File: src/design/owr_pkg.sv
// Shared types, constants and sequencing functions for the one-wire temperature reader.
// Used by owr_core, onewire_temperature_reader_unit and tb_top; depends on nothing else.
`default_nettype none

package owr_pkg;

	// Configuration register indexes.
	localparam logic [2:0] REG_RESET_LOW     = 3'd0;
	localparam logic [2:0] REG_PRESENCE_SAMP = 3'd1;
	localparam logic [2:0] REG_RESET_REC     = 3'd2;
	localparam logic [2:0] REG_SLOT          = 3'd3;
	localparam logic [2:0] REG_ZERO_REC      = 3'd4;
	localparam logic [2:0] REG_CONV_WAIT     = 3'd5;

	// Bus commands.
	localparam logic [7:0] CMD_SKIP_ROM  = 8'hCC;
	localparam logic [7:0] CMD_CONVERT   = 8'h44;
	localparam logic [7:0] CMD_READ_PAD  = 8'hBE;

	// Bound on the number of empty phases passed over in one word. The longest
	// possible run through the fixed script is seven.
	localparam int SettleSteps = 10;

	typedef enum logic [17:0] {
		PH_IDLE      = 18'h00001,
		PH_RST1_LOW  = 18'h00002,
		PH_RST1_WAIT = 18'h00004,
		PH_RST1_REC  = 18'h00008,
		PH_CC1_LOW   = 18'h00010,
		PH_CC1_REL   = 18'h00020,
		PH_CNV_LOW   = 18'h00040,
		PH_CNV_REL   = 18'h00080,
		PH_CONV_WAIT = 18'h00100,
		PH_RST2_LOW  = 18'h00200,
		PH_RST2_WAIT = 18'h00400,
		PH_RST2_REC  = 18'h00800,
		PH_CC2_LOW   = 18'h01000,
		PH_CC2_REL   = 18'h02000,
		PH_BE_LOW    = 18'h04000,
		PH_BE_REL    = 18'h08000,
		PH_RX_LOW    = 18'h10000,
		PH_RX_REL    = 18'h20000
	} phase_t;

	typedef struct packed {
		logic [11:0] reset_low_ticks;
		logic [11:0] presence_sample_ticks;
		logic [11:0] reset_recovery_ticks;
		logic [7:0]  slot_ticks;
		logic [7:0]  zero_recovery_ticks;
		logic [19:0] conversion_wait_ticks;
	} cfg_t;

	typedef struct packed {
		phase_t      phase;
		logic [19:0] tick;
		logic [3:0]  bidx;
		logic [7:0]  cmd;
		logic [15:0] rd;
		logic        pres;
		logic        fin;
	} st_t;

	typedef struct packed {
		logic        drive_low;
		logic        busy;
		logic        done;
		logic        presence;
		logic [15:0] raw;
	} res_t;

	// Length in ticks of a phase; command phases depend on the bit being sent.
	function automatic logic [19:0] phase_len(phase_t p, logic one, cfg_t c);
		logic [19:0] len;
		unique case (p)
			PH_RST1_LOW, PH_RST2_LOW:   len = 20'(c.reset_low_ticks);
			PH_RST1_WAIT, PH_RST2_WAIT:
				len = (c.presence_sample_ticks == 12'd0) ? 20'd1
					: 20'(c.presence_sample_ticks);
			PH_RST1_REC, PH_RST2_REC:   len = 20'(c.reset_recovery_ticks);
			PH_CC1_LOW, PH_CNV_LOW, PH_CC2_LOW, PH_BE_LOW:
				len = one ? 20'd1 : 20'(c.slot_ticks);
			PH_CC1_REL, PH_CNV_REL, PH_CC2_REL, PH_BE_REL:
				len = one ? 20'(c.slot_ticks) : 20'(c.zero_recovery_ticks);
			PH_CONV_WAIT:               len = c.conversion_wait_ticks;
			PH_RX_LOW:                  len = 20'd1;
			PH_RX_REL:                  len = 20'(c.slot_ticks) + 20'd1;
			default:                    len = 20'd1;
		endcase
		return len;
	endfunction

	// Leave the current phase and enter the next one of the script.
	function automatic st_t advance(st_t s, logic level);
		st_t n;
		logic [3:0] nb;
		n = s;
		nb = s.bidx + 4'd1;
		unique case (s.phase)
			PH_RST1_WAIT: begin
				n.pres = level;
				n.phase = PH_RST1_REC;
			end
			PH_RST2_WAIT: begin
				n.pres = level;
				n.phase = PH_RST2_REC;
			end
			PH_RST1_REC, PH_RST2_REC: begin
				n.cmd = CMD_SKIP_ROM;
				n.bidx = 4'd0;
				n.phase = (s.phase == PH_RST1_REC) ? PH_CC1_LOW : PH_CC2_LOW;
			end
			PH_CC1_REL, PH_CNV_REL, PH_CC2_REL, PH_BE_REL: begin
				n.cmd = {1'b0, s.cmd[7:1]};
				n.bidx = nb;
				if (nb != 4'd8) begin
					unique case (s.phase)
						PH_CC1_REL: n.phase = PH_CC1_LOW;
						PH_CNV_REL: n.phase = PH_CNV_LOW;
						PH_CC2_REL: n.phase = PH_CC2_LOW;
						default:    n.phase = PH_BE_LOW;
					endcase
				end else begin
					n.bidx = 4'd0;
					unique case (s.phase)
						PH_CC1_REL: begin
							n.cmd = CMD_CONVERT;
							n.phase = PH_CNV_LOW;
						end
						PH_CNV_REL: n.phase = PH_CONV_WAIT;
						PH_CC2_REL: begin
							n.cmd = CMD_READ_PAD;
							n.phase = PH_BE_LOW;
						end
						default: begin
							n.rd = 16'd0;
							n.phase = PH_RX_LOW;
						end
					endcase
				end
			end
			PH_CONV_WAIT: n.phase = PH_RST2_LOW;
			PH_RX_REL: begin
				if (s.bidx == 4'd15) begin
					n.fin = 1'b1;
					n.phase = PH_IDLE;
				end else begin
					n.bidx = nb;
					n.phase = PH_RX_LOW;
				end
			end
			PH_RST1_LOW: n.phase = PH_RST1_WAIT;
			PH_CC1_LOW:  n.phase = PH_CC1_REL;
			PH_CNV_LOW:  n.phase = PH_CNV_REL;
			PH_RST2_LOW: n.phase = PH_RST2_WAIT;
			PH_CC2_LOW:  n.phase = PH_CC2_REL;
			PH_BE_LOW:   n.phase = PH_BE_REL;
			PH_RX_LOW:   n.phase = PH_RX_REL;
			default:     n.phase = PH_IDLE;
		endcase
		n.tick = 20'd0;
		return n;
	endfunction

	// Pass over every phase of zero length that follows.
	function automatic st_t settle(st_t s, logic level, cfg_t c);
		st_t n;
		n = s;
		for (int i = 0; i < SettleSteps; i++) begin
			if (n.phase != PH_IDLE && phase_len(n.phase, n.cmd[0], c) == 20'd0) begin
				n = advance(n, level);
			end
		end
		return n;
	endfunction

	function automatic logic drive_of(phase_t p);
		logic d;
		unique case (p)
			PH_RST1_LOW, PH_RST2_LOW, PH_CC1_LOW, PH_CNV_LOW,
			PH_CC2_LOW, PH_BE_LOW, PH_RX_LOW: d = 1'b1;
			default:                          d = 1'b0;
		endcase
		return d;
	endfunction

endpackage

`default_nettype wire

File: src/design/owr_core.sv
// Sequencer state and per-tick step logic of the one-wire temperature reader.
// Depends on owr_pkg.
`default_nettype none

module owr_core (
	input  wire                  clk,
	input  wire                  arst_n,
	input  wire                  en,
	input  wire                  op,
	input  wire                  level,
	input  wire owr_pkg::cfg_t   cfg,
	output owr_pkg::res_t        res
);
	import owr_pkg::*;

	st_t st_q;
	st_t nx;
	st_t ticked;

	always_comb begin
		nx = st_q;
		nx.fin = 1'b0;
		ticked = nx;
		if (op) begin
			if (st_q.phase == PH_IDLE) begin
				ticked.phase = PH_RST1_LOW;
				ticked.tick = 20'd0;
				nx = settle(ticked, level, cfg);
			end
		end else if (st_q.phase != PH_IDLE) begin
			// The read bit is the level on the first released tick of a slot.
			if (st_q.phase == PH_RX_REL && st_q.tick == 20'd0) begin
				ticked.rd[st_q.bidx] = st_q.rd[st_q.bidx] | level;
			end
			ticked.tick = st_q.tick + 20'd1;
			if (ticked.tick >= phase_len(st_q.phase, st_q.cmd[0], cfg)) begin
				nx = settle(advance(ticked, level), level, cfg);
			end else begin
				nx = ticked;
			end
		end
	end

	always_ff @(posedge clk or negedge arst_n) begin
		if (!arst_n) begin
			st_q.phase <= PH_IDLE;
			st_q.tick  <= 20'd0;
			st_q.bidx  <= 4'd0;
			st_q.cmd   <= 8'd0;
			st_q.rd    <= 16'd0;
			st_q.pres  <= 1'b0;
			st_q.fin   <= 1'b0;
		end else if (en) begin
			st_q <= nx;
		end
	end

	assign res.drive_low = drive_of(nx.phase);
	assign res.busy      = (nx.phase != PH_IDLE);
	assign res.done      = nx.fin;
	assign res.presence  = nx.pres;
	assign res.raw       = nx.rd;

endmodule

`default_nettype wire

File: src/design/onewire_temperature_reader_unit.sv
// Top level of the one-wire temperature reader: stream ports, configuration
// registers, input register and result register. Depends on owr_pkg and owr_core.
`default_nettype none

// Path: a word accepted into the input register is stepped when the result register can
// take its result, which is then captured there (two register stages).
// Throughput: one word per cycle unless stalled; input and result registers
// let a new word in while a finished result still waits on the master side.
// Reset: arst_n clears the sequencer to idle, both valid flags, and loads the
// configuration registers with their default timings.
module onewire_temperature_reader_unit (
	input  wire         clk,
	input  wire         arst_n,
	// Input stream.
	input  wire         s_tvalid,
	output logic        s_tready,
	input  wire  [7:0]  s_tdata,   // [0] line_level, [7:1] zero
	input  wire  [0:0]  s_tuser,   // [0] op: 0 tick, 1 start
	// Result stream.
	output logic        m_tvalid,
	input  wire         m_tready,
	output logic [39:0] m_tdata,   // [0] drive_low, [1] busy_res, [2] done_res,
	                               // [3] presence_seen, [19:4] raw_reading,
	                               // [35:20] temperature_centi, [39:36] zero
	// Configuration write channel.
	input  wire         cfg_valid,
	output logic        cfg_ready,
	input  wire  [2:0]  cfg_index,
	input  wire  [19:0] cfg_data
);
	import owr_pkg::*;

	cfg_t cfg_q;

	logic valid_s1;
	logic op_s1;
	logic level_s1;

	logic out_free;
	logic step_en;
	res_t res;

	// Configuration writes are always taken; unknown indexes are dropped.
	assign cfg_ready = 1'b1;

	always_ff @(posedge clk or negedge arst_n) begin
		if (!arst_n) begin
			cfg_q.reset_low_ticks       <= 12'd500;
			cfg_q.presence_sample_ticks <= 12'd30;
			cfg_q.reset_recovery_ticks  <= 12'd500;
			cfg_q.slot_ticks            <= 8'd80;
			cfg_q.zero_recovery_ticks   <= 8'd8;
			cfg_q.conversion_wait_ticks <= 20'd800000;
		end else if (cfg_valid && cfg_ready) begin
			unique case (cfg_index)
				REG_RESET_LOW:     cfg_q.reset_low_ticks       <= cfg_data[11:0];
				REG_PRESENCE_SAMP: cfg_q.presence_sample_ticks <= cfg_data[11:0];
				REG_RESET_REC:     cfg_q.reset_recovery_ticks  <= cfg_data[11:0];
				REG_SLOT:          cfg_q.slot_ticks            <= cfg_data[7:0];
				REG_ZERO_REC:      cfg_q.zero_recovery_ticks   <= cfg_data[7:0];
				REG_CONV_WAIT:     cfg_q.conversion_wait_ticks <= cfg_data;
				default: ;
			endcase
		end
	end

	// The held word is stepped whenever the result register can take its
	// result, and the input register refills in the same cycle.
	assign out_free = !m_tvalid || m_tready;
	assign step_en  = valid_s1 && out_free;
	assign s_tready = !valid_s1 || out_free;

	always_ff @(posedge clk or negedge arst_n) begin
		if (!arst_n) begin
			valid_s1 <= 1'b0;
		end else if (s_tvalid && s_tready) begin
			valid_s1 <= 1'b1;
		end else if (step_en) begin
			valid_s1 <= 1'b0;
		end
	end

	always_ff @(posedge clk) begin
		if (s_tvalid && s_tready) begin
			op_s1    <= s_tuser[0];
			level_s1 <= s_tdata[0];
		end
	end

	owr_core u_core (
		.clk    (clk),
		.arst_n (arst_n),
		.en     (step_en),
		.op     (op_s1),
		.level  (level_s1),
		.cfg    (cfg_q),
		.res    (res)
	);

	// Hundredths of a degree: raw*100/16, rounded toward zero. The product
	// raw*100 is built from shifted copies and fits in 24 bits signed.
	logic signed [23:0] raw_ext;
	logic signed [23:0] prod;
	logic signed [23:0] biased;
	logic        [15:0] centi;

	always_comb begin
		raw_ext = 24'(signed'(res.raw));
		prod    = (raw_ext <<< 6) + (raw_ext <<< 5) + (raw_ext <<< 2);
		biased  = prod + (prod[23] ? 24'sd15 : 24'sd0);
		centi   = biased[19:4];
	end

	always_ff @(posedge clk or negedge arst_n) begin
		if (!arst_n) begin
			m_tvalid <= 1'b0;
		end else if (step_en) begin
			m_tvalid <= 1'b1;
		end else if (m_tready) begin
			m_tvalid <= 1'b0;
		end
	end

	always_ff @(posedge clk) begin
		if (step_en) begin
			m_tdata <= {4'd0,
				res.done ? centi : 16'd0,
				res.done ? res.raw : 16'd0,
				res.presence, res.done, res.busy, res.drive_low};
		end
	end

endmodule

`default_nettype wire

File: config.mk
export PLATFORM = sky130hd
export DESIGN_NAME = onewire_temperature_reader_unit
export DESIGN_NICKNAME = d
export VERILOG_FILES = /design/src/design/owr_pkg.sv /design/src/design/owr_core.sv /design/src/design/onewire_temperature_reader_unit.sv
export SDC_FILE = /design/constraint.sdc
export NUM_CORES = 1
export LEC_CHECK = 0
export BUFFER_PORTS_ARGS = -buffer_cell sky130_fd_sc_hd__buf_2
export CAP_MARGIN = 10
export CELL_PAD_IN_SITES_DETAIL_PLACEMENT = 0
export CELL_PAD_IN_SITES_GLOBAL_PLACEMENT = 1
export CORE_MARGIN = 2
export CORE_UTILIZATION = 34
export DETAILED_ROUTE_END_ITERATION = 10
export GPL_TIMING_DRIVEN = 1
export MAX_ROUTING_LAYER = met4
export PLACE_DENSITY = 0.67
export SLEW_MARGIN = 30
export SYNTH_ARGS = -nofsm -noshare
export SYNTH_HDL_FRONTEND = slang
export SYNTH_SLANG_ARGS = --single-unit
File: constraint.sdc
create_clock -name clk -period 23.5 [get_ports clk]
set_clock_uncertainty 0.1 [all_clocks]
set_input_delay 4.7 -clock clk [delete_from_list [all_inputs] [get_ports clk]]
set_output_delay 4.7 -clock clk [all_outputs]
set_load 0.01 [all_outputs]
==> impl_results.md, run 1 <==
* Status: complete, no violations
* H-tree depth at 4
* # port buffers at 67
* Final Hold Fails at 0
* Synth top area cells: dfrtp_1, nand2_1, o21ai_0
* Synth Area per Inst at 7.375 µm²
* CTS Buf Count at 17
* Cell Rows at 97
* Fin nets at 3397
* Detailed router's first-iteration violation count at 3306
* Cell Int Power at 1.354 mW
* P_sw at 1.954 mW
* Critical Path RT at 23.60 ns
* Die Span Y at 269.3 µm
* CTS tree: yes
* Hold WS at 0.4131 ns
* Crit-path max FO at 18
* Die area at 0.07253 mm²
* Post-Route Utilization at 37.62%
* Main synth FF type: dfrtp_1
* Initial Util at 34.23%
* 1st-pass router iterations at 7
* I/O pins at 80
* MaxCap Viol Count at 0
* Initial antenna violation count at 0
* EDFF count, synth at 38
* CP max stage cell: nor4_4
* Seq/Total Area, Yosys at 19.65%
* Largest net degree at the start of global routing at 80
* FILL cells at 7566
* Drc violations at 0
* Clock Latency Late Sink at 0.46 ns
* Vias in the first global route at 24.78k
* Die Width at 269.3 µm
* Async SR Flop Fraction at 78.77%
* First-pass GRT wire length at 158.0 mm
* Tmin final at 21.51 ns
* Slowest stage delay, CP at 0.58 ns
* R2R depth at 99
* Flops & latches, synth at 179
* Hold buffers post-CTS at 0
* DP Worst Slack at 0.3547 ns
* Setup crit start kind: register
* Dpl hpwl at 82.72 mm
* Clk Tree Root Cell: clkbuf_16
* Reg2Reg Setup Slack at 1.99 ns
* Core area at 0.06991 mm²
* Antenna viol nets, final at 0
* Vias at 26.67k
* Worst r2r src: u_core.st_q[62]
* Pwr Density at 125.8 mW/mm²
* Total congestion overflow at 0
* Final Setup Violations at 0
* Yosys top cell area share at 12.02%
* Routability congestion estimate at 1.011
* CTS Buffer Depth at 2
* Total track usage at 28.61%
* Crit end category: register
* Worst-Margin Slew at 1.441 ns
* Clock-pin slew on the worst setup and hold paths at 0.08 ns
* CP Capture Point: m_tdata[35]
* Setup ws final at 1.990 ns
* Hold WC Path Type: reg -> reg
* Cells after synthesis at 3245
* Share of layout cells above drive strength 1 at 15.42%
* Worst VDD drop at 0.00007434 V
* Crit path DAT at 21.61 ns
* Most used cell, CP: a21oi_1
* Clock share of power at 8.7%
* Logic pwr share at 77.5%
* Crit path buffers/inverters at 7
* Switch share at 59.07%
* WS Path Type: reg -> reg
* Area grow syn2layout at 9.897%
* Leakage at 10.22 nW
* CTS Sinks at 179
* Sequential share of power at 13.7%
* Slew HR at 3.067%
* Critical path depth in cells at 99
* Count of pins over their slew limit at 0
* Routed wire length at 104.7 mm
* Cell taking the most area after synthesis: dfrtp_1
* Wirelength per Cell at 24.75 µm
* Mapped cell area at 0.02393 mm²
* Fmax at 46.49 MHz
* Tcrit/Tclk final at 91.53%
* CP top delay family: compound AO/OA/AOI/OAI gates
* Worst setup path startpoint: u_core.st_q[62]
* FF-to-FF End: m_tdata[35]
* Yosys cell types at 140
* YS warnings at 0
* Antenna Cells at 0
* Hold path depth at 2
* Vias/cell at 6.307
## how the worst min path moves through the flow
stage                               start              end  slack (ns)
after global routing            cfg_q[48]        cfg_q[48]        0.42
after floorplan                  valid_s1         m_tvalid        0.36
after detailed placement         valid_s1         m_tvalid        0.39
after CTS                 u_core.st_q[50]  u_core.st_q[50]        0.41
after global placement           valid_s1         m_tvalid        0.39
final                      u_core.st_q[7]   u_core.st_q[7]        0.41
## state kept, by name, summed over array words and instances, names as in the netlist
register,flops
cfg_q,72
u_core.st_q,67
m_tdata,36
level_s1,1
m_tvalid,1
op_s1,1
valid_s1,1
## cell type report
type	count	area [µm²]	share of cell area [%]
clock inverters	14	138.9	0.5281
clock buffers	18	429.2	1.632
inverters	88	330.3	1.256
multi-input cells	2823	18430	70.07
well taps	940	1176	4.472
flip-flops and latches	179	4702	17.88
repair buffers	167	1096	4.167
## metal layers
| layer | up-vias | global-route usage [%] | wire length, µm |
|---|---|---|---|
| met5 | - | - | 0 |
| met4 | 0 | 8.143 | 3362 |
| met3 | 210 | 4.399 | 8906 |
| met2 | 1285 | 42.61 | 45230 |
| met1 | 12880 | 39.94 | 47160 |
| li1 | 12300 | - | - |
## layout by cell type, fill, tap and decap left out, types with 65 or more instances in the layout
master,Yosys,layout
a21oi_1,255,249
buf_2,28,66
buf_4,11,99
dfrtp_1,115,115
ha_1,70,67
inv_1,85,84
mux2_2,99,99
nand2_1,393,392
nand3_1,111,111
nor2_1,326,321
nor3_1,101,98
o21ai_0,266,263
xnor2_1,65,65
## stage by stage
stage          setup TNS [ns]  instances  area (µm²)  total power, mW
2_1_floorplan               0       3252       23960            2.155
3_3_place_gp                0       4196       25560            2.930
3_5_place_dp                0       4196       25570            2.916
4_1_cts                     0       4228       26140            3.213
5_1_grt              -0.05078       4229       26300            3.510
6_report                    0       4229       26300            3.308
## kinds of logic (layout without fill, tap and decap cells)
family,after synthesis,count (layout),share of synthesized area [%]
adder cells (fa/ha/maj),84,84,4.831
XOR/XNOR,91,91,3.477
AND/OR/NAND/NOR,1367,1367,28.70
multiplexers,150,150,7.136
other,2,9,0.03138
AO/OA/AOI/OAI,1122,1122,31.77
buffers and inverters,250,287,4.402
flip-flops,179,179,19.65
## power groups by stage
stage	clock [mW]	sequential, mW	combinational [mW]
floorplan	0	0.416	1.74
global placement	0	0.457	2.47
detailed placement	0	0.457	2.46
CTS	0.294	0.451	2.47
global route	0.306	0.462	2.74
finish	0.289	0.455	2.56
## synth_stat cells, types with 20 or more instances
master	count
a211oi_1	30
a21boi_0	20
a21o_1	42
a21oi_1	255
a22oi_1	26
a31oi_1	62
and2_1	43
and3_1	45
buf_2	28
clkbuf_1	106
dfrtp_1	115
dfstp_2	26
edfxtp_1	38
ha_1	70
inv_1	85
mux2_2	99
mux2i_1	41
nand2_1	393
nand2b_1	45
nand3_1	111
nand4_1	36
nor2_1	326
nor2b_1	33
nor3_1	101
nor4_1	45
o211ai_1	45
o21a_1	32
o21ai_0	266
o21ai_1	26
o22ai_1	22
o31ai_1	29
or2_2	28
or3_1	31
xnor2_1	65
xor2_1	23
## repair_timing
action,4_1_cts,5_1_grt
buffers inserted,0,1
setup endpoints to repair,0,11
gates resized for setup,0,28
## worst reg2reg max path, delay by kind of cell, from the launching register on
kind,cells,cell delay (ns)
xor gates and xnor gates,5,1.38
adders and majority gates,12,3.39
buffers and inverters,7,1.08
muxes,4,1.14
DFF,1,0.53
AOI/OAI and AO/OA,45,8.56
and+or+nand+nor,26,5.11
Power figures use the tool's default switching activity.
==> inputs of run 2 (changes only) <==
--- a/config.mk
+++ b/config.mk
@@ -14,7 +14,7 @@
 export DETAILED_ROUTE_END_ITERATION = 10
 export GPL_TIMING_DRIVEN = 1
 export MAX_ROUTING_LAYER = met4
-export PLACE_DENSITY = 0.67
+export PLACE_DENSITY = 0.69
 export SLEW_MARGIN = 30
 export SYNTH_ARGS = -nofsm -noshare
 export SYNTH_HDL_FRONTEND = slang
==> constraint.sdc (replaced) <==
create_clock -name clk -period 18 [get_ports clk]
set_clock_uncertainty 0.1 [all_clocks]
set_input_delay 3.6 -clock clk [delete_from_list [all_inputs] [get_ports clk]]
set_output_delay 3.6 -clock clk [all_outputs]
set_load 0.01 [all_outputs]
==> run 2 against run 1 <==
Against the previous run: the run now ends with max-slew violations left; routed wire length is 5.9% higher; combinational power grew 54%; clock power up 40%; non-clock buffer count grew 379; fmax is 23% higher; global-route usage up 1.6 points; final cell count grew 9.0%; largest power group unchanged.
==> impl_results.md, run 2 (synthesis gave the netlist of run 1 again) <==
* Die area at 0.07253 mm² (unchanged)
* Vias in the first global route at 26.49k (+6.9%)
* Die Width at 269.3 µm (unchanged)
* Total congestion overflow at 0 (unchanged)
* H-tree depth at 4 (unchanged)
* Failing checks: max-slew violations
* MaxCap Viol Count at 0 (unchanged)
* Unrepaired setup endpoints after global routing: true
* Tcrit/Tclk final at 97.28% (+5.7 points)
* CTS Buffer Depth at 2 (unchanged)
* Setup ws final at 0.4901 ns (-1.500 ns)
* Vias at 28.01k (+5.0%)
* CTS tree: yes
* Share of layout cells above drive strength 1 at 27.32% (+12 points)
* Routability congestion estimate at 1.013 (+0.17%)
* Cell Rows at 97 (unchanged)
* Worst VDD drop at 0.0001905 V (+160%)
* Wirelength per Cell at 24.05 µm (-2.8%)
* CP max stage cell: or4_4
* Crit path DAT at 17.62 ns (-3.99 ns)
* Detailed router's first-iteration violation count at 3072 (-7.1%)
* CTS Sinks at 179 (unchanged)
* Initial antenna violation count at 1 (+1)
* Most used routing layer: met2
* Vias/cell at 6.077 (-3.6%)
* Reg2Reg Setup Slack at 0.49 ns (-1.50 ns)
* Pwr Density at 163.0 mW/mm² (+30%)
* Total track usage at 30.22% (+1.6 points)
* Met3 usage in global routing at 3.135% (-1.3 points)
* DP Worst Slack at -0.3911 ns (-0.7457 ns)
* Clock Latency Late Sink at 0.47 ns (about the same)
* CTS Buf Count at 17 (unchanged)
* Leakage at 12.21 nW (+19%)
* Max reg flops at 72 (unchanged)
* Slowest stage delay, CP at 0.56 ns (-0.02 ns)
* Clock-pin slew on the worst setup and hold paths at 0.08 ns (about the same)
* Final Setup Violations at 0 (unchanged)
* Largest registers: cfg_q x72, u_core.st_q x67, m_tdata x36
* Critical Path RT at 18.11 ns (-5.49 ns)
* Slew HR at -11.36% (-14 points)
* Final Hold Fails at 0 (unchanged)
* Core area at 0.06991 mm² (unchanged)
* Setup total negative slack at 0 ns (unchanged)
* Global-route met1 utilization at 39.36% (-0.59 points)
* I/O pins at 80 (unchanged)
* Area grow syn2layout at 25.87%
* Fmax at 57.11 MHz (+23%)
* Status: finished, violations left
* Crit path buffers/inverters at 9 (+2)
* Crit end category: register
* Clk Tree Root Cell: clkbuf_16
* Crit-path max FO at 6 (-12)
* Setup crit start kind: register
* Hold WC Path Type: reg -> reg
* Drc violations at 0 (unchanged)
* Initial Util at 34.23% (unchanged)
* Largest reg by FF count: cfg_q
* CP top delay family: compound AO/OA/AOI/OAI gates
* Dpl hpwl at 88.85 mm (+7.4%)
* Tmin final at 17.51 ns (-4.000 ns)
* Fin nets at 3776 (+11%)
* WS Path Type: reg -> reg
* # port buffers at 67 (unchanged)
* 1st-pass router iterations at 7 (unchanged)
* Routed wire length at 110.8 mm (+5.9%)
* Most common cell after layout, fill and taps aside: buf_4
* Largest net degree at the start of global routing at 98 (+23%)
* Count of pins over their slew limit at 12 (+12)
* Die Span Y at 269.3 µm (unchanged)
* First-pass GRT wire length at 166.1 mm (+5.1%)
* Worst-Margin Slew at 1.655 ns (+0.2144 ns)
* M2 GR Usage at 47.65% (+5.0 points)
* Antenna viol nets, final at 0 (unchanged)
* Commonest non-fill, non-tap cells in the layout: buf_4, nand2_1, nor2_1
[run 2: cell count changes in the layout (fill, tap and decap cells not counted), sizes merged]
cell	delta
buf	+378
clkinv	+2
inv	-1
diode	+1
[run 2: where the power goes]
group          internal [mW]  switching, mW
Clock                  0.195          0.211
Sequential             0.492         0.0863
Combinational           1.47           2.46
Total                   2.15           2.76
[run 2: per-layer routing]
metal	vias to the layer above	wire length, µm	share of wire (%)
met2	1236	50510	46
met1	13500	47840	43
met5	-	0	0
met3	229	7227	6.5
met4	0	5261	4.7
li1	13050	-	-
[run 2: worst paths after layout]
kind	from	to	cells past startpoint
max	u_core.st_q[67]	m_tdata[34]	99
min	valid_s1	m_tvalid	1
max reg2reg	u_core.st_q[67]	m_tdata[34]	99
min reg2reg	valid_s1	m_tvalid	1
max in group asynchronous	arst_n	u_core.st_q[55]	2
min in group asynchronous	arst_n	cfg_q[46]	1
[run 2: stage by stage]
| stage | power [mW] | instances | hold WS (ns) | cell area [µm²] | util (%) |
|---|---|---|---|---|---|
| finish | 4.910 | 4609 | 0.3910 | 30120 | 43.09 |
| global route | 5.195 | 4609 | 0.4125 | 30120 | 43.09 |
| CTS | 4.719 | 4578 | 0.3939 | 29420 | 42.08 |
| detailed placement | 4.267 | 4532 | 0.3737 | 28520 | 40.80 |
| global placement | 4.276 | 4532 | 0.3665 | 28510 | 40.79 |
| floorplan | 2.853 | 3252 | 0.3572 | 24430 | - |
[run 2: final cells by class]
cell class | instances | area [µm²]
Fill cell | 7326 | 39780
Multi-Input combinational cell | 2823 | 19280
Sequential cell | 179 | 4708
Timing Repair Buffer | 546 | 3971
Tap cell | 940 | 1176
Clock buffer | 17 | 425.4
Inverter | 88 | 340.3
Clock inverter | 15 | 216.5
Antenna cell | 1 | 2.502
[run 2: repair_timing]
item / CTS / global route
pin swaps: 39 / 88
cloned: 0 / 0
resized for setup: 32 / 85
hold buffers: 0 / 0
endpoints found under the setup margin: 9 / 11
setup buffers: 14 / 31
